File: src/hw/rtl/tgi_pkg.sv
// package for the trilinear grid interpolator
// types, constants and register indexes; no dependencies
`timescale 1ns / 1ps
package tgi_pkg;
  localparam int NX = 32;
  localparam int NY = 32;
  localparam int NZ = 32;
  localparam int FRAC_BITS = 16;
  localparam int ADDR_W = 15;
  localparam int DEPTH = 32768;
  localparam int DATA_W = 32;
  localparam int IDX_W = 8;
  localparam int CFG_IDX_W = 3;
  localparam int QW = 32 + FRAC_BITS + 1;

  localparam logic [CFG_IDX_W-1:0] REG_STEP_X = 3'd0;
  localparam logic [CFG_IDX_W-1:0] REG_STEP_Y = 3'd1;
  localparam logic [CFG_IDX_W-1:0] REG_STEP_Z = 3'd2;
  localparam logic [CFG_IDX_W-1:0] REG_ORG_X  = 3'd3;
  localparam logic [CFG_IDX_W-1:0] REG_ORG_Y  = 3'd4;
  localparam logic [CFG_IDX_W-1:0] REG_ORG_Z  = 3'd5;

  typedef struct packed {
    logic               mode;
    logic [14:0]        load_index;
    logic signed [31:0] load_value;
    logic signed [31:0] point_x;
    logic signed [31:0] point_y;
    logic signed [31:0] point_z;
  } in_item_t;

  typedef struct packed {
    logic signed [31:0] interp_value;
    logic               inside_res;
  } out_item_t;

  typedef enum logic [3:0] {
    ST_IDLE, ST_DIV_START, ST_DIV_RUN, ST_AXIS, ST_READ, ST_WAIT,
    ST_LERP, ST_OUT
  } state_e;
endpackage

File: src/hw/rtl/tgi_lerp.sv
// one lerp step: v0 + alpha*(v1-v0), rounded half up
// depends on tgi_pkg
`timescale 1ns / 1ps
module tgi_lerp (
  input  logic                        clk_i,
  input  logic signed [31:0]          v0_i,
  input  logic signed [31:0]          v1_i,
  input  logic [tgi_pkg::FRAC_BITS-1:0] alpha_i,
  output logic signed [31:0]          res_o
);
  logic signed [32:0] diff;
  logic signed [33+tgi_pkg::FRAC_BITS:0] prod_q;
  logic signed [31:0] v0_q;
  logic signed [34+tgi_pkg::FRAC_BITS:0] sum;
  assign diff = 33'(v1_i) - 33'(v0_i);
  always_ff @(posedge clk_i) begin
    prod_q <= diff * $signed({1'b0, alpha_i});
    v0_q <= v0_i;
  end
  assign sum = ($signed({v0_q, {tgi_pkg::FRAC_BITS{1'b0}}}) + prod_q)
             + (35 + tgi_pkg::FRAC_BITS)'(1 << (tgi_pkg::FRAC_BITS - 1));
  assign res_o = sum[tgi_pkg::FRAC_BITS +: 32];
endmodule

File: config.mk
export PLATFORM = sky130hd
export DESIGN_NAME = tgi_lerp
export DESIGN_NICKNAME = d
export VERILOG_FILES = /design/src/hw/rtl/tgi_pkg.sv /design/src/hw/rtl/tgi_lerp.sv
export SDC_FILE = /design/constraint.sdc
export NUM_CORES = 1
export LEC_CHECK = 0
export ABC_AREA = 1
export BUFFER_PORTS_ARGS = -buffer_cell sky130_fd_sc_hd__buf_2
export CAP_MARGIN = 20
export CORE_UTILIZATION = 39
export DETAILED_ROUTE_END_ITERATION = 10
export PLACE_DENSITY_LB_ADDON = 0.25
export SYNTH_ARGS = -nofsm -noshare
export SYNTH_HDL_FRONTEND = slang
export SYNTH_SLANG_ARGS = --single-unit
File: constraint.sdc
create_clock -name clk_i -period 14.3 [get_ports clk_i]
set_clock_uncertainty 0.15 [all_clocks]
set_input_delay 4.29 -clock clk_i [delete_from_list [all_inputs] [get_ports clk_i]]
set_output_delay 4.29 -clock clk_i [all_outputs]
set_load 0.02 [all_outputs]
==> flow_metrics.py, run 1 <==
metrics = {
    "grt": {
        "grt-ovfl-total": 0,
        "grt_pass1_wl_um": 124000,
        "grtUsageTotal_pct": 26.1,
        "antenna_found_initial": 5,
        "grt_pass1_vias": 21200,
        "grt_max_degree": 34,
    },
    "place": {
        "dp_hpwl_um": 69700,
        "gp_congestion": 1.01,
        "port_buffers": 112,
    },
    "timing": {
        "fmax_mhz": 81.1,
        "fin_setup_tns_ns": 0,
        "relSlewSlack_pct": 26.7,
        "rsz0062_at_grt": "false",
        "worst_hold_slack_ns": 3.92,
        "min_period_over_period_pct": 86.2,
        "slew_violations": 0,
        "tightest_slew_ns": 1.10,
        "fin_crit_ns": 12.33,
        "hold_viol": 0,
        "setup-violations-final": 0,
    },
    "clocking": {
        "cts_tree": "yes",
        "ctsHtreeMaxLevel": 3,
        "cts_resized": 0,
        "clockBufferDepth": 2,
        "numCtsBuffers": 9,
        "clkTransAtPathRegs_ns": 0.06,
        "cts_hold_buf": 0,
        "clock_sinks": 65,
        "cts_setup_buffers": 0,
        "cts_root_buf": "clkbuf_16",
    },
    "yosys": {
        "synth.area.top_cells": "fa_1, inv_1, ha_1",
        "syn_inst": 3202,
        "syn-num-nets": 3945,
        "synth_seq_cells": 65,
        "synth_top_area_share_pct": 40.7,
        "synth_warnings": 0,
        "synth-edff-count": 0,
        "dominantRegCellSynth": "dfxtp_1",
        "yosysSeqAreaShare_pct": 5.44,
        "syn_area_um2": 23900,
        "synthArstFlopShare_pct": 0,
        "yosysUniqueCellTypes": 43,
        "avgSynthCellArea_um2": 7.47,
        "yosysTopAreaCell": "fa_1",
    },
    "floorplanning": {
        "dieArea_um2": 62300,
        "start_util_pct": 39.6,
        "fp.dieH_um": 250,
        "die_w_um": 250,
        "core-area_um2": 60500,
        "ioPinCount": 113,
        "rows": 90,
    },
    "worst_setup_path": {
        "path_depth": 30,
        "crit_buf_inv": 8,
        "critPathSlowestCell": "nand3_1",
        "required_ns": 14.40,
        "worst_setup_path_end_kind": "register",
        "startpoint": "v0_i[16]",
        "cpPeakStageDelay_ns": 0.55,
        "worst-endpoint-arrival_ns": 12.43,
        "cp_top_family": "adder cells",
        "crit_top_cell": "inv_1",
        "start_kind": "input pin",
        "cp_max_fo": 12,
        "critical_path_class": "input pin to register",
    },
    "final_layout": {
        "final_nets": 4009,
        "drive_gt1_share_pct": 5.35,
        "area_growth_pct": 7.02,
    },
    "routing": {
        "drt_pass1_iterations": 5,
        "avgViaCountPerCell": 5.11,
        "drt_iter0_drc": 1663,
        "drc_errors": 0,
        "drtAntennaViolNets": 0,
        "avgRoutedWirePerCell_um": 19.8,
        "drt_wl_total_um": 80100,
        "routed-via-count": 20700,
    },
    "worst_hold_path": {
        "hp-class": "input pin to register",
        "hold_start": "v0_i[31]",
        "holdPathStages": 1,
    },
    "outcome": {
        "outcome": "finished clean",
    },
    "run": {
        "cap_violations": 0,
    },
}
-- layout make-up --
type	instances	area (µm²)
fill	6393	34900
multi-input combinational	2221	19100
inverter	840	3150
sequential	65	1300
tap	782	978
timing repair buffer	129	688
clock buffer	10	239
clock inverter	5	80.1
antenna	2	5.00
-- per-layer routing --
metal | vias up | track usage (%) | wire length, µm
li1 | 9623 | - | -
met1 | 10200 | 35.4 | 34100
met2 | 777 | 43.4 | 38000
met3 | 138 | 3.20 | 5550
met4 | 0 | 7.67 | 2550
met5 | - | 0 | 0
-- flip-flops by register name, summed over array words and instances (netlist names) --
name and flops:
v0_q 32, prod_q 33
-- layout by cell type (no fill, tap or decap), drive strengths merged, types with 6 or more instances in the layout --
cell type  Yosys  layout
a21oi        120     120
xnor2         18      18
nor2         433     433
o21ai         72      72
xor2          67      67
dfxtp         65      65
o21bai        15      15
nand2        512     512
buf           15     129
o211ai         8       8
ha           176     176
clkinv         6       7
o21a           7       7
or2           13      13
a21o          11      11
nor4           7       7
nor3          12      12
clkbuf        61      10
nand3b         8       8
nand4         12      12
nand3        215     215
a31oi         14      14
inv          834     834
fa           486     486
a21boi         6       6
-- logic make-up after synthesis --
kind of cell	Yosys count	synth area share (%)
adders and majority gates	662	49.9
xor gates and xnor gates	85	3.14
and+or+nand+nor	1217	21.0
buffers and inverters	916	14.5
DFF	65	5.44
AOI/OAI and AO/OA	257	6.02
-- synth_stat cells, drive strengths merged, types with 7 or more instances --
cell / instances
nand2: 512
a21o: 11
nor2: 433
xnor2: 18
dfxtp: 65
o211ai: 8
nor4: 7
nand3b: 8
fa: 486
nand4: 12
nand3: 215
inv: 834
a21oi: 120
o21bai: 15
a31oi: 14
o21ai: 72
nor3: 12
buf: 15
o21a: 7
or2: 13
ha: 176
clkbuf: 61
xor2: 67
-- stage by stage --
stage,area [µm²],setup slack [ns],instances,util [%]
finish,25600,1.97,4054,42.3
global route,25600,1.66,4054,42.3
CTS,25600,2.16,4052,42.3
detailed placement,25300,1.81,4037,41.8
global placement,25300,1.53,4035,41.8
floorplan,23900,3.37,3202,-
-- final timing paths --
| kind | end | slack [ns] |
|---|---|---|
| worst max-delay path | prod_q[46] | 1.97 |
| worst min-delay path | v0_q[31] | 3.92 |
Power of run 1 is not shown: default switching activity piles up to over one toggle a cycle in this logic, so the estimate is an artifact.
==> run 2, diff against run 1 <==
--- a/config.mk
+++ b/config.mk
@@ -5,7 +5,7 @@
 export SDC_FILE = /design/constraint.sdc
 export NUM_CORES = 1
 export LEC_CHECK = 0
-export ABC_AREA = 1
+export ABC_AREA = 0
 export BUFFER_PORTS_ARGS = -buffer_cell sky130_fd_sc_hd__buf_2
 export CAP_MARGIN = 20
 export CORE_UTILIZATION = 39
==> flow_metrics.py, run 2 <==
metrics = {
    "outcome": {
        "outcome": "finished clean",
    },
    "yosys": {
        "synth-edff-count": 0,
        "synthArstFlopShare_pct": 0,
        "dominantRegCellSynth": "dfxtp_1",
        "synth_most_common_cell": "inv_1",
        "synth_warnings": 0,
        "synth_seq_cells": 65,
        "yosysTopAreaCell": "fa_1",
        "synth.area.top_cells": "fa_1, inv_1, ha_1",
        "avgSynthCellArea_um2": 8.63,
        "synth_top_area_share_pct": 42.0,
        "yosysSeqAreaShare_pct": 5.62,
        "syn_area_um2": 23200,
        "syn_inst": 2685,
        "netlist_top_cells_count": "inv_1, fa_1, nand2_1",
        "yosysUniqueCellTypes": 76,
        "syn-num-nets": 3428,
    },
    "clocking": {
        "clkTransAtPathRegs_ns": 0.06,
        "numCtsBuffers": 9,
        "cts_root_buf": "clkbuf_16",
        "clock_sinks": 65,
        "cts_tree": "yes",
        "ctsHtreeMaxLevel": 3,
        "cts_setup_buffers": 0,
        "cts_resized": 0,
        "clockBufferDepth": 2,
        "cts_hold_buf": 0,
    },
    "timing": {
        "fin_crit_ns": 12.99,
        "slew_violations": 0,
        "min_period_over_period_pct": 90.9,
        "fin_setup_tns_ns": 0,
        "tightest_slew_ns": 0.940,
        "rsz0062_at_grt": "false",
        "hold_viol": 0,
        "relSlewSlack_pct": 37.0,
        "fmax_mhz": 77.0,
        "setup-violations-final": 0,
    },
    "run": {
        "cap_violations": 0,
    },
    "worst_setup_path": {
        "critical_path_class": "input pin to register",
        "crit_buf_inv": 5,
        "cp_top_family": "adder cells",
        "worst_setup_path_end_kind": "register",
        "critPathSlowestCell": "fa_1",
        "path_depth": 32,
        "cp-endpoint": "prod_q[44]",
        "worst-endpoint-arrival_ns": 13.06,
        "cp_max_fo": 16,
        "startpoint": "v0_i[0]",
        "required_ns": 14.37,
        "cpPeakStageDelay_ns": 0.58,
        "crit_top_cell": "fa_1",
        "start_kind": "input pin",
    },
    "floorplanning": {
        "start_util_pct": 39.8,
        "fp.dieH_um": 246,
        "ioPinCount": 113,
        "die_w_um": 246,
        "dieArea_um2": 60400,
        "rows": 88,
        "core-area_um2": 58200,
    },
    "routing": {
        "routed-via-count": 17900,
        "drtAntennaViolNets": 0,
        "avgRoutedWirePerCell_um": 18.0,
        "drt_iter0_drc": 877,
        "drt_wl_total_um": 63100,
        "drc_errors": 0,
        "avgViaCountPerCell": 5.10,
        "drt_pass1_iterations": 5,
    },
    "grt": {
        "grtUsageTotal_pct": 21.6,
        "grt_pass1_vias": 18900,
        "grt-ovfl-total": 0,
        "antenna_found_initial": 2,
        "grt_max_degree": 42,
        "grt_pass1_wl_um": 101000,
    },
    "final_layout": {
        "fin_cells": 3509,
        "final_common_cell": "inv_1",
        "drive_gt1_share_pct": 7.58,
        "area_growth_pct": 7.62,
        "final_nets": 3482,
        "largest_reg_flops": 33,
        "reg_top3": "prod_q x33, v0_q x32",
        "layout_common_cells": "inv_1, fa_1, nand2_1, and2_1, ha_1",
        "top_register": "prod_q",
    },
    "place": {
        "placed_cells": 3492,
        "port_buffers": 112,
        "dp_hpwl_um": 50700,
        "gp_congestion": 0.965,
    },
    "worst_hold_path": {
        "hp-class": "input pin to register",
    },
}
-- run 2: area by class of cell --
type / instances / area, µm²
Fill cell: 5762 / 33300
Multi-Input combinational cell: 1877 / 19100
Inverter: 629 / 2360
Sequential cell: 65 / 1300
Tap cell: 765 / 957
Timing Repair Buffer: 157 / 898
Clock buffer: 12 / 256
Clock inverter: 3 / 40.0
Antenna cell: 1 / 2.50
-- run 2: through the flow --
step	utilization (%)	worst slack (ns)	hold slack (ns)	instance area, µm²
floorplan	-	2.19	4.17	23200
global placement	42.3	1.12	4.26	24600
detailed placement	42.3	0.853	4.26	24600
CTS	42.8	1.19	3.88	24900
global route	42.8	0.872	3.89	24900
finish	42.8	1.31	3.90	24900
-- run 2: cell families (layout without fill, tap and decap cells) --
logic type	Yosys count	in the layout	share of synthesized area [%]
xor gates and xnor gates	94	94	3.71
AOI/OAI and AO/OA	316	316	9.70
adders and majority gates	663	663	51.5
DFF	65	65	5.62
other	0	1	0
buffers and inverters	743	801	12.2
muxes	1	1	0.0432
and+or+nand+nor	803	803	17.2
-- run 2: how the worst min path moves through the flow --
stage	from	endpoint	slack (ns)	depth (start not counted)
finish	v0_i[31]	v0_q[31]	3.90	1
global route	v0_i[31]	v0_q[31]	3.89	1
CTS	v0_i[31]	v0_q[31]	3.88	1
detailed placement	v0_i[19]	v0_q[19]	4.26	1
global placement	v0_i[19]	v0_q[19]	4.26	1
floorplan	v0_i[0]	v0_q[0]	4.17	0
-- run 2: per-layer routing --
layer  part of all wire [%]  global-route usage, %  up-vias
met5                  0.017                      0        -
met4                    2.7                   6.08        2
met3                    3.9                   2.13       88
met2                     52                   39.8      424
met1                     41                   26.5     9149
li1                       -                      -     8229
Power of run 2 is left out for the same reason.
==> run 3, diff against run 2 <==
--- a/config.mk
+++ b/config.mk
@@ -8,9 +8,12 @@
 export ABC_AREA = 0
 export BUFFER_PORTS_ARGS = -buffer_cell sky130_fd_sc_hd__buf_2
 export CAP_MARGIN = 20
+export CELL_PAD_IN_SITES_DETAIL_PLACEMENT = 0
+export CELL_PAD_IN_SITES_GLOBAL_PLACEMENT = 1
 export CORE_UTILIZATION = 39
 export DETAILED_ROUTE_END_ITERATION = 10
 export PLACE_DENSITY_LB_ADDON = 0.25
+export RECOVER_POWER = 50
 export SYNTH_ARGS = -nofsm -noshare
 export SYNTH_HDL_FRONTEND = slang
 export SYNTH_SLANG_ARGS = --single-unit
==> flow_metrics.py, run 3 (same netlist as run 2, synthesis figures left out) <==
metrics = {
    "run": {
        "cap_violations": 0,
    },
    "routing": {
        "drt_wl_total_um": 66300,
        "drtAntennaViolNets": 0,
        "avgRoutedWirePerCell_um": 18.9,
        "routed-via-count": 18000,
        "drt_pass1_iterations": 6,
        "avgViaCountPerCell": 5.12,
        "drt_iter0_drc": 932,
        "drc_errors": 0,
    },
    "worst_setup_path": {
        "worst-endpoint-arrival_ns": 12.98,
        "critical_path_class": "input pin to register",
        "crit_top_cell": "fa_1",
        "start_kind": "input pin",
        "cp_max_fo": 33,
        "required_ns": 14.37,
        "worst_setup_path_end_kind": "register",
        "cpPeakStageDelay_ns": 0.62,
        "critPathSlowestCell": "a211oi_1",
    },
    "timing": {
        "setup-violations-final": 0,
        "rsz0062_at_grt": "false",
        "min_period_over_period_pct": 90.2,
        "relSlewSlack_pct": 20.3,
        "hold_viol": 0,
        "fin_setup_tns_ns": 0,
        "fin_crit_ns": 12.90,
        "slew_violations": 0,
        "fmax_mhz": 77.5,
        "tightest_slew_ns": 1.18,
    },
    "outcome": {
        "outcome": "finished clean",
    },
    "clocking": {
        "clkTransAtPathRegs_ns": 0.06,
        "numCtsBuffers": 9,
        "cts_root_buf": "clkbuf_16",
        "clock_sinks": 65,
        "cts_resized": 0,
        "cts_setup_buffers": 0,
        "clockBufferDepth": 2,
        "ctsHtreeMaxLevel": 3,
        "cts_hold_buf": 0,
        "cts_tree": "yes",
    },
    "floorplanning": {
        "die_w_um": 246,
        "core-area_um2": 58200,
        "ioPinCount": 113,
        "dieArea_um2": 60400,
        "start_util_pct": 39.8,
        "fp.dieH_um": 246,
        "rows": 88,
    },
    "place": {
        "port_buffers": 112,
        "gp_congestion": 0.878,
        "dp_hpwl_um": 52500,
    },
    "final_layout": {
        "diodes": 0,
        "layout_common_cells": "inv_1, fa_1, nand2_1, and2_1, ha_1",
        "final_nets": 3485,
        "top_register": "prod_q",
        "final_common_cell": "inv_1",
        "largest_reg_flops": 33,
        "reg_top3": "prod_q x33, v0_q x32",
        "drive_gt1_share_pct": 6.08,
        "area_growth_pct": 7.45,
    },
    "grt": {
        "grtUsageTotal_pct": 22.7,
        "antenna_found_initial": 2,
        "grt-ovfl-total": 0,
        "grt_pass1_wl_um": 105000,
        "grt_max_degree": 43,
        "grt_pass1_vias": 19200,
    },
    "worst_hold_path": {
        "hp-class": "input pin to register",
    },
}
==> run 3: changes by cell type in the layout (fill, tap and decap cells not counted) <==
cell       change
nor2_2         +2
xor2_1         +2
buf_2         -42
clkbuf_1      +42
clkinv_4       +1
nor2_1         -2
diode_2        -1
xnor2_1        +3
bufinv_16      +1
buf_4          +3
clkbuf_8       -1
xnor2_2        -3
xor2_2         -2
==> run 3: per-stage QoR <==
stage | hold slack, ns | instances | util [%] | setup WS, ns | instance area, µm²
floorplan | 4.17 | 2685 | - | 2.19 | 23200
global placement | 4.26 | 3496 | 42.3 | 1.12 | 24600
detailed placement | 4.26 | 3496 | 42.3 | 1.09 | 24600
CTS | 3.90 | 3512 | 42.8 | 1.45 | 24900
global route | 3.89 | 3512 | 42.7 | 0.860 | 24900
finish | 3.91 | 3512 | 42.7 | 1.40 | 24900
==> run 3: final timing paths <==
check	cells past startpoint	slack (ns)	startpoint	endpoint
worst max-delay path	32	1.40	v0_i[0]	prod_q[42]
worst min-delay path	1	3.91	v0_i[28]	v0_q[28]
==> run 3: metal layers <==
layer	up-vias	part of all wire (%)	global-route usage (%)
met3	136	3.1	1.52
met5	-	0	0
met2	386	53	42.6
met4	0	3.9	8.00
li1	8235	-	-
met1	9231	40	27.2
==> run 3: worst max-delay path: cells and delay by family <==
| kind | cells | cell delay [ns] |
|---|---|---|
| xor gates and xnor gates | 1 | 0.18 |
| buffers and inverters | 7 | 0.87 |
| AOI/OAI and AO/OA | 9 | 2.63 |
| adders and majority gates | 9 | 3.97 |
| and+or+nand+nor | 6 | 1.02 |
==> run 3: cell type report <==
cell class	instances	area, µm²
inverter	629	2360
sequential	65	1300
fill	5952	33400
clock inverter	5	78.8
clock buffer	11	243
timing repair buffer	160	868
tap	765	957
multi-input combinational	1877	19100
Power of run 3 is left out for the same reason.
