<file path="src/hw/rtl/tgi_pkg.sv">
// package for the trilinear grid interpolator
// types, constants and register indexes; no dependencies
`timescale 1ns / 1ps
package tgi_pkg;
  localparam int NX = 32;
  localparam int NY = 32;
  localparam int NZ = 32;
  localparam int FRAC_BITS = 16;
  localparam int ADDR_W = 15;
  localparam int DEPTH = 32768;
  localparam int DATA_W = 32;
  localparam int IDX_W = 8;
  localparam int CFG_IDX_W = 3;
  localparam int QW = 32 + FRAC_BITS + 1;

  localparam logic [CFG_IDX_W-1:0] REG_STEP_X = 3'd0;
  localparam logic [CFG_IDX_W-1:0] REG_STEP_Y = 3'd1;
  localparam logic [CFG_IDX_W-1:0] REG_STEP_Z = 3'd2;
  localparam logic [CFG_IDX_W-1:0] REG_ORG_X  = 3'd3;
  localparam logic [CFG_IDX_W-1:0] REG_ORG_Y  = 3'd4;
  localparam logic [CFG_IDX_W-1:0] REG_ORG_Z  = 3'd5;

  typedef struct packed {
    logic               mode;
    logic [14:0]        load_index;
    logic signed [31:0] load_value;
    logic signed [31:0] point_x;
    logic signed [31:0] point_y;
    logic signed [31:0] point_z;
  } in_item_t;

  typedef struct packed {
    logic signed [31:0] interp_value;
    logic               inside_res;
  } out_item_t;

  typedef enum logic [3:0] {
    ST_IDLE, ST_DIV_START, ST_DIV_RUN, ST_AXIS, ST_READ, ST_WAIT,
    ST_LERP, ST_OUT
  } state_e;
endpackage

</file>
<file path="src/hw/rtl/tgi_div.sv">
// restoring divider, one quotient bit a cycle, with remainder flag
// depends on tgi_pkg
`timescale 1ns / 1ps
module tgi_div (
  input  logic                      clk_i,
  input  logic                      rst_ni,
  input  logic                      start_i,
  input  logic [tgi_pkg::QW-1:0]    num_i,
  input  logic [30:0]               den_i,
  output logic                      done_o,
  output logic [tgi_pkg::QW-1:0]    quot_o,
  output logic                      rem_nz_o
);
  localparam int CW = $clog2(tgi_pkg::QW + 1);
  logic [tgi_pkg::QW-1:0] q_q, q_d;
  logic [31:0] r_q, r_d;
  logic [30:0] den_q;
  logic [CW-1:0] cnt_q, cnt_d;
  logic busy_q, busy_d;
  logic [32:0] sh;

  always_comb begin
    q_d = q_q; r_d = r_q; cnt_d = cnt_q; busy_d = busy_q;
    sh = {r_q, q_q[tgi_pkg::QW-1]};
    if (start_i) begin
      q_d = num_i; r_d = '0; cnt_d = CW'(tgi_pkg::QW); busy_d = 1'b1;
    end else if (busy_q) begin
      q_d = {q_q[tgi_pkg::QW-2:0], 1'b0};
      if (sh >= {2'b0, den_q}) begin
        r_d = 32'(sh - {2'b0, den_q});
        q_d[0] = 1'b1;
      end else begin
        r_d = sh[31:0];
      end
      cnt_d = cnt_q - 1'b1;
      if (cnt_q == CW'(1)) busy_d = 1'b0;
    end
  end

  always_ff @(posedge clk_i or negedge rst_ni) begin
    if (!rst_ni) begin
      busy_q <= 1'b0; cnt_q <= '0;
    end else begin
      busy_q <= busy_d; cnt_q <= cnt_d;
    end
  end
  always_ff @(posedge clk_i) begin
    q_q <= q_d; r_q <= r_d;
    if (start_i) den_q <= (den_i == '0) ? 31'd1 : den_i;
  end

  assign done_o = busy_q && (cnt_q == CW'(1));
  assign quot_o = q_d;
  assign rem_nz_o = (r_d != '0);
endmodule

</file>
<file path="config.mk">
export PLATFORM = sky130hd
export DESIGN_NAME = tgi_div
export DESIGN_NICKNAME = d
export VERILOG_FILES = /design/src/hw/rtl/tgi_pkg.sv /design/src/hw/rtl/tgi_div.sv
export SDC_FILE = /design/constraint.sdc
export NUM_CORES = 1
export LEC_CHECK = 0
export BUFFER_PORTS_ARGS = -buffer_cell sky130_fd_sc_hd__buf_2
export CORE_MARGIN = 5
export CORE_UTILIZATION = 30
export CTS_CLUSTER_DIAMETER = 80
export CTS_CLUSTER_SIZE = 24
export DETAILED_ROUTE_END_ITERATION = 12
export GPL_ROUTABILITY_DRIVEN = 0
export HOLD_SLACK_MARGIN = 0.12
export PLACE_DENSITY_LB_ADDON = 0.3
export REMOVE_ABC_BUFFERS = 1
export SLEW_MARGIN = 20
export SYNTH_ARGS = -nofsm -noshare
export SYNTH_HDL_FRONTEND = slang
export SYNTH_SLANG_ARGS = --single-unit
</file>
<file path="constraint.sdc">
create_clock -name clk_i -period 4.62 [get_ports clk_i]
set_input_delay 0.924 -clock clk_i [delete_from_list [all_inputs] [get_ports clk_i]]
set_output_delay 0.924 -clock clk_i [all_outputs]
set_load 0.01 [all_outputs]
</file>
==> results of run 1 <==
logic make-up (layout without fill, tap and decap cells):
logic type | Yosys count | count (layout) | share of synthesized area
xor gates and xnor gates | 25 | 25 | 0.0304
DFF | 119 | 119 | 0.378
AOI/OAI and AO/OA | 231 | 231 | 0.214
and+or+nand+nor | 250 | 250 | 0.171
adders and majority gates | 34 | 34 | 0.0600
muxes | 51 | 51 | 0.0711
buffers and inverters | 115 | 283 | 0.0755
worst max-delay path, stage by stage (launching register included):
cell and delay [ps]:
edfxtp_1 410, inv_2 80, ha_4 210, and3_4 170, a22o_1 200, a211o_1 340
o2111a_2 350, nor3_4 260, buf_4 170, buf_6 100, nand3_2 90, a31oi_4 210
nand4b_1 200, nor4_4 340, nand4b_1 120, buf_2 160
registers in the layout, summed over array words and instances (netlist names):
register / count
busy_q: 1
cnt_q: 6
den_q: 31
q_q: 49
r_q: 32
cell type report:
class                           count  area, um2  area share
Multi-Input combinational cell    591       4380       0.461
Sequential cell                   119       2730       0.288
Timing Repair Buffer              208       1250       0.132
Clock buffer                       21        493      0.0519
Tap cell                          319        399      0.0420
Inverter                           43        161      0.0170
Clock inverter                     11       82.6     0.00869
cell usage after synthesis, types with 7 or more instances:
library cell	count	share of area
and2_1	10	0.0087
mux2i_1	49	0.068
a311oi_1	13	0.016
nor2_1	54	0.028
o21ai_0	76	0.053
xnor2_1	18	0.022
edfxtp_1	31	0.13
nor4_1	14	0.012
ha_1	33	0.057
nand2_1	95	0.049
a21o_1	13	0.014
xor2_1	7	0.0085
dfxtp_1	81	0.22
nand4_1	21	0.018
o31ai_1	10	0.010
inv_1	42	0.022
o21bai_1	7	0.0073
a211oi_1	13	0.014
nor3_1	10	0.0069
clkbuf_1	51	0.027
dfrtp_1	7	0.024
a21oi_1	42	0.029
nand3_1	12	0.0083
per-stage QoR:
step                      setup TNS [ps]  area [um2]  hold slack [ps]  utilization  total power, W
final                               -125        9500              337        0.403         0.00596
after global routing                -263        9500              339        0.403         0.00630
after CTS                          -77.0        9380              324        0.398         0.00582
after detailed placement               0        8330              512        0.354         0.00408
after global placement                 0        8330              506        0.354         0.00411
after floorplan                    -1320        6830              471            -         0.00309
layer usage:
metal / wire [um] / vias to the layer above
li1: - / 3329
met1: 9640 / 3122
met2: 10300 / 288
met3: 1850 / 41
met4: 468 / 0
met5: 0 / -
final timing paths:
path                                from  endpoint  slack, ps  depth (start not counted)
worst min register to register   r_q[26]   r_q[26]        520                          2
worst max register to register    r_q[0]   r_q[30]       1490                         12
worst max-delay path            den_q[9]  rem_nz_o       -120                         15
max in group asynchronous         rst_ni    busy_q       4100                          1
min in group clk_i               r_q[26]   r_q[26]        520                          2
worst min-delay path              rst_ni  cnt_q[4]        340                          1
what timing repair did:
item                       in CTS  in global routing
resized for setup              76                 16
pin swaps                      36                 12
buffers inserted               16                  3
setup endpoints to repair       1                  1
power by group:
| part | total (W) | leakage, nW | internal [W] | switching (W) |
|---|---|---|---|---|
| sequential | 0.00146 | 1.06 | 0.00127 | 0.000186 |
| clock | 0.00127 | 0.286 | 0.000771 | 0.000503 |
| combinational | 0.00323 | 3.01 | 0.00148 | 0.00175 |
==> results.toml, run 1 <==
[die]
fp.dieArea_um2 = 27200
rows = 56
die_w_um = 165
core_um2 = 23500
die_h_um = 165
num_io_pins = 134
start_util = 0.306

[global_route]
grt_util_met1 = 0.207
grt_pass1_vias = 6770
use_met2 = 0.267
busiest_layer = "met2"
antenna_found_initial = 0
grt_pass1_wl_um = 35200
grt_util_met3 = 0.0447
grt-ovfl-total = 0
grt_max_degree = 55
grt_usage = 0.163

[sta]
finalHoldViolations = 0
slew_headroom = 0.438
period_minus_slack_ps = 4740
maxSlewViolCount = 0
max_freq_mhz = 211
rsz0062_at_grt = "true"
setup_viol = 1
fin_ws_ps = -125
skew_ps = 6.57
worstMarginPinSlew_ps = 844
period_share = 1.03

[clock_tree]
cts_sinks = 119
cts_hold_repair.buffers = 0
root_buffer = "clkbuf_16"
path_clk_slew_ps = 60
clk-insertion-delay-late_ps = 410
cts_buffers = 17
cts_tree = "built"
h-tree-depth = 4
cts.path.max_buffers = 2

[yosys]
async_reset_ff_frac = 0.0588
ys_seq_area_frac = 0.378
syn_area_um2 = 7210
ys.flop_type = "dfxtp_1"
synth_cell_types = 80
syn_inst = 825
synth.avg_cell_area_um2 = 8.74
yosysWarnings = 0
synth_edf_count = 31
yosys_register_bits = 119

[run_status]
status = "complete, but fails checks"
violations = "setup timing"

[setup_path]
arrival_ps = 3820
critPathKind = "reg2out"
cp.required_ps = 3700
cp-start-kind = "flop"
worstPathMaxFanout = 5
worstSetupEndpointType = "primary output"

[drt]
num_vias = 6780
drt-wirelength-per-cell_um = 17.0
drt_pre_antenna_iters = 5
drt_iter0_drc = 557
totalWireLength_um = 22200
viasPerCell = 5.17
drcViolationCount = 0
ant_nets = 0

[placed_design]
post-place-cells = 1262
dp_hpwl_um = 16800
pre_cts_ws_ps = 42.2
port_buffers = 133

[layout]
area_growth_pct = 31.7
nets = 1097
num-fill-cells = 2409
final_cell_mix = "132 x buf_2, 94 x nand2_1, 79 x dfxtp_1, 71 x o21ai_0, 71 x buf_4"
layout_commonest_cell = "buf_2"
drive_gt1_frac = 0.331
final_cells = 1312
antennaDiodeCount = 0

[power_and_ir_drop]
leakagePower_nw = 4.36
peakVddDrop_v = 0.000275
powerDensity_nw_per_um2 = 627

[worst_hold_path]
hold_path.class = "in2async"

[flow_run]
maxCapViolations = 0
(Power assumes the default switching activity.)
==> run 2, diff against run 1 <==
BUFFER_PORTS_ARGS = -buffer_cell sky130_fd_sc_hd__buf_4   (was -buffer_cell sky130_fd_sc_hd__buf_2)
==> run 2 against run 1 <==
Via count down 0.28%; critical path type unchanged; core utilization increased by 1.0 points; first-iteration DRC count down 5.6%; the flow still finishes with violations (setup timing); critical endpoint unchanged; sequential cell count is the same.
==> results.toml, run 2 (synthesis gave the netlist of run 1 again) <==
[placed_design]
post-place-cells = 1265
pre_cts_ws_ps = 54.9
port_buffers = 133
dp_hpwl_um = 17000

[power_and_ir_drop]
clockPowerShare = 0.228
p_seq_frac = 0.248
p_sw_w = 0.00235
powerDensity_nw_per_um2 = 604
leakagePower_nw = 4.49
p_int_w = 0.00353
combPwrFrac = 0.523
switching_share = 0.400
peakVddDrop_v = 0.000270

[layout]
antennaDiodeCount = 0
nets = 1096
reg_top3 = "q_q: 49 flops, r_q: 32 flops, den_q: 31 flops"
layout_commonest_cell = "buf_4"
regMostFlops = "q_q"
multi_input_area_um2 = 4240
seq_area_um2 = 2740
post-route-util = 0.413
largest_register_ffs = 49
num-fill-cells = 2360
final_cells = 1311
area_growth_pct = 35.0
drive_gt1_frac = 0.320
final_cell_mix = "199 x buf_4, 94 x nand2_1, 78 x dfxtp_1, 73 x o21ai_0, 53 x nor2_1"

[clock_tree]
cts_buffers = 17
h-tree-depth = 4
cts_tree = "built"
root_buffer = "clkbuf_16"
path_clk_slew_ps = 60
cts_hold_repair.buffers = 0
cts_sinks = 119
clk-insertion-delay-late_ps = 420
cts.path.max_buffers = 2

[sta]
maxSlewViolCount = 0
worstMarginPinSlew_ps = 663
fin_ws_ps = -133
finalSetupTns_ps = -133
skew_ps = 9.94
whs_ps = 311
setup_viol = 1
finalHoldViolations = 0
period_minus_slack_ps = 4750
period_share = 1.03
rsz0062_at_grt = "true"
max_freq_mhz = 210
slew_headroom = 0.556

[run_status]
status = "complete, but fails checks"
violations = "setup timing"

[setup_path]
cpMostUsedCell = "buf_4"
crit_path_cell_trace = "inv_2 -> ha_4 -> and3_2 -> a22o_1 -> a211o_1 -> o2111a_2 -> buf_4 -> buf_4 -> o31ai_2 -> a311oi_1 -> nor3_1 -> nand3_1 -> nor4_2 -> nand4b_1 -> buf_4"
cp.required_ps = 3700
worstSetupEndpointType = "primary output"
crit_slowest_cell = "edfxtp_1"
cpPeakStageDelay_ps = 380
critPathKind = "reg2out"
arrival_ps = 3830
cp-start-kind = "flop"
worstPathMaxFanout = 7

[drt]
viasPerCell = 5.16
drt_iter0_drc = 526
num_vias = 6761
drt_pre_antenna_iters = 7
ant_nets = 0
totalWireLength_um = 22600
drt-wirelength-per-cell_um = 17.2
drcViolationCount = 0

[global_route]
grt_usage = 0.168
grt_pass1_wl_um = 36100
antenna_found_initial = 0
grt_max_degree = 80
grt-ovfl-total = 0
grt_pass1_vias = 6820

[die]
fp.dieArea_um2 = 27200
die_w_um = 165
core_um2 = 23500
die_h_um = 165
start_util = 0.306
rows = 56
num_io_pins = 134

[worst_hold_path]
hold_path.class = "in2async"

[flow_run]
maxCapViolations = 0
-- run 2: critical path, delay by kind of cell (launching register included) --
family                     cells  cell delay [ps]
AOI/OAI and AO/OA              5             1200
and+or+nand+nor                5             1050
buffers and inverters          4              560
DFF                            1              380
adders and majority gates      1              210
-- run 2: path summary, 6_finish.rpt --
kind / start / end / slack [ps] / cells past startpoint
max in group asynchronous: rst_ni / busy_q / 4170 / 1
min reg2reg: cnt_q[4] / cnt_q[4] / 530 / 2
max: den_q[9] / rem_nz_o / -130 / 15
min: rst_ni / cnt_q[5] / 310 / 1
max reg2reg: den_q[0] / r_q[30] / 1440 / 13
min in group clk_i: cnt_q[4] / cnt_q[4] / 530 / 2
-- run 2: cell type report --
type / count / area share
clock inverter: 8 / 0.00835
clock buffer: 24 / 0.0537
sequential: 119 / 0.281
multi-input combinational: 591 / 0.435
tap: 319 / 0.0410
timing repair buffer: 207 / 0.164
inverter: 43 / 0.0166
-- run 2: what timing repair did --
action / in CTS / in global routing
gates cloned: 1 / 0
gates resized for setup: 57 / 17
pin swaps: 26 / 14
buffers inserted: 12 / 2
setup endpoints to repair: 1 / 1
-- run 2: through the flow --
| stage | power (W) | instance area [um2] |
|---|---|---|
| 2_1_floorplan | 0.00309 | 6830 |
| 3_3_place_gp | 0.00414 | 8690 |
| 3_5_place_dp | 0.00412 | 8690 |
| 4_1_cts | 0.00576 | 9630 |
| 5_1_grt | 0.00621 | 9730 |
| 6_report | 0.00588 | 9730 |
-- run 2: routing by layer --
metal,part of all wire,wire length [um],global-route usage
met1,0.44,9900,0.215
met2,0.46,10400,0.267
met3,0.085,1910,0.0579
met4,0.017,377,0.0488
met5,0,0,0
-- run 2: power by group through the flow --
stage          Combinational, W  Sequential [W]  Clock, W
4_1_cts                 0.00295         0.00145   0.00136
2_1_floorplan           0.00169         0.00141         0
5_1_grt                 0.00333         0.00147   0.00142
3_3_place_gp            0.00268         0.00146         0
3_5_place_dp            0.00266         0.00146         0
6_report                0.00308         0.00146   0.00134
==> run 3, diff against run 2 <==
clock period = 4.1 ns   (was 4.62 ns; I/O delays follow)
==> run 3 against run 2 <==
The flow still finishes with violations (setup timing); critical endpoint unchanged; non-clock buffer count increased by 121; combinational power increased by 42%; cell count increased by 9.2%; first-iteration DRC count decreased by 23%; critical path depth increased by 1; power increased by 28%; sequential cell count unchanged; worst hold slack got worse by 100 ps; sequential power increased by 10%.
==> results.toml, run 3 (synthesis gave the netlist of run 1 again) <==
[setup_path]
worstSetupEndpointType = "primary output"
arrival_ps = 3900
cp.required_ps = 3280
crit_end = "rem_nz_o"
r2r-start = "den_q[20]"
reg2reg_slack_ps = 140
critical_path.startpoint = "den_q[20]"
r2r_cells = 23
worstPathMaxFanout = 6
rr_endpoint = "r_q[21]"
critPathKind = "reg2out"
cp-start-kind = "flop"

[global_route]
antenna_found_initial = 0
use_met2 = 0.279
grt_max_degree = 99
grt_util_met1 = 0.220
grt_usage = 0.174
grt_util_met3 = 0.0529
grt_pass1_wl_um = 37400
grt-ovfl-total = 0
grt_pass1_vias = 7238
busiest_layer = "met2"

[clock_tree]
path_clk_slew_ps = 50
cts_buffers = 17
h-tree-depth = 4
root_buffer = "clkbuf_16"
clk-insertion-delay-late_ps = 420
cts_tree = "built"
cts.path.max_buffers = 2
cts_sinks = 119

[sta]
period_minus_slack_ps = 4720
finalHoldViolations = 0
maxSlewViolCount = 0
whs_ps = 206
max_freq_mhz = 212
finalSetupTns_ps = -622
fin_ws_ps = -622
rsz0062_at_grt = "true"
slew_headroom = 0.424
skew_ps = 7.35
setup_viol = 1
period_share = 1.15
worstMarginPinSlew_ps = 863

[power_and_ir_drop]
powerDensity_nw_per_um2 = 705
leakagePower_nw = 5.07
power_w = 0.00752
peakVddDrop_v = 0.000352

[drt]
drt_iter0_drc = 407
totalWireLength_um = 23600
drt_pre_antenna_iters = 5
drcViolationCount = 0
viasPerCell = 5.00
num_vias = 7163
drt-wirelength-per-cell_um = 16.5
ant_nets = 0

[die]
die_h_um = 165
rows = 56
num_io_pins = 134
start_util = 0.306
core_um2 = 23500
fp.dieArea_um2 = 27200
die_w_um = 165

[layout]
area_growth_pct = 48.0
layout_commonest_cell = "buf_4"
final_cell_mix = "320 x buf_4, 94 x nand2_1, 79 x dfxtp_1, 73 x o21ai_0, 54 x nor2_1"
regMostFlops = "q_q"
nets = 1217
seq_area_um2 = 2730
num-fill-cells = 2298
largest_register_ffs = 49
drive_gt1_frac = 0.383
reg_top3 = "q_q: 49 flops, r_q: 32 flops, den_q: 31 flops"
post-route-util = 0.453
antennaDiodeCount = 0
multi_input_area_um2 = 4260

[placed_design]
dp_hpwl_um = 18200
port_buffers = 133
pre_cts_ws_ps = -333

[worst_hold_path]
hold_path.class = "in2async"

[run_status]
status = "complete, but fails checks"
violations = "setup timing"

[flow_run]
maxCapViolations = 0
[run 3: per-layer routing]
layer,vias up,part of all wire,wire length (um)
met2,285,0.45,10600
met1,3277,0.45,10500
li1,3553,-,-
met4,0,0.023,537
met3,48,0.082,1940
met5,-,0,0
[run 3: how the worst min path moves through the flow]
stage,startpoint,to,depth (start not counted)
after global placement,cnt_q[4],cnt_q[4],2
after global routing,rst_ni,busy_q,1
after detailed placement,cnt_q[4],cnt_q[4],2
after floorplan,r_q[26],r_q[26],2
after CTS,rst_ni,cnt_q[2],1
final,rst_ni,busy_q,1
[run 3: what timing repair did]
item	CTS	global route
gates resized for setup	43	24
hold buffers	0	0
gates cloned	0	1
pin swaps	26	15
setup buffers	21	13
endpoints found under the setup margin	1	3
[run 3: layout make-up]
cell class | count | share of cell area
clock inverter | 6 | 0.00821
clock buffer | 26 | 0.0488
timing repair buffer | 328 | 0.235
tap | 319 | 0.0374
multi-input combinational | 591 | 0.399
sequential | 119 | 0.256
inverter | 43 | 0.0151
[run 3: through the flow]
step,cells,cell area (um2)
after floorplan,753,6830
after detailed placement,1373,9490
final,1432,10700
after global placement,1373,9490
after global routing,1432,10700
after CTS,1425,10400
[run 3: worst max-delay path, cell delays in order, from the launching register on]
cell	delay, ps
edfxtp_1	330
inv_2	60
ha_4	290
nand4_1	170
or4_4	600
nand2b_4	180
nand3_4	100
nor3_4	70
buf_6	140
buf_12	120
buf_8	120
a32oi_1	180
o21ai_1	130
or3_1	430
nor4_4	260
nand4b_1	140
buf_4	170
[run 3: power by group]
| group | switching [W] | internal [W] |
|---|---|---|
| clock | 0.000532 | 0.000996 |
| sequential | 0.000176 | 0.00144 |
| combinational | 0.00209 | 0.00229 |
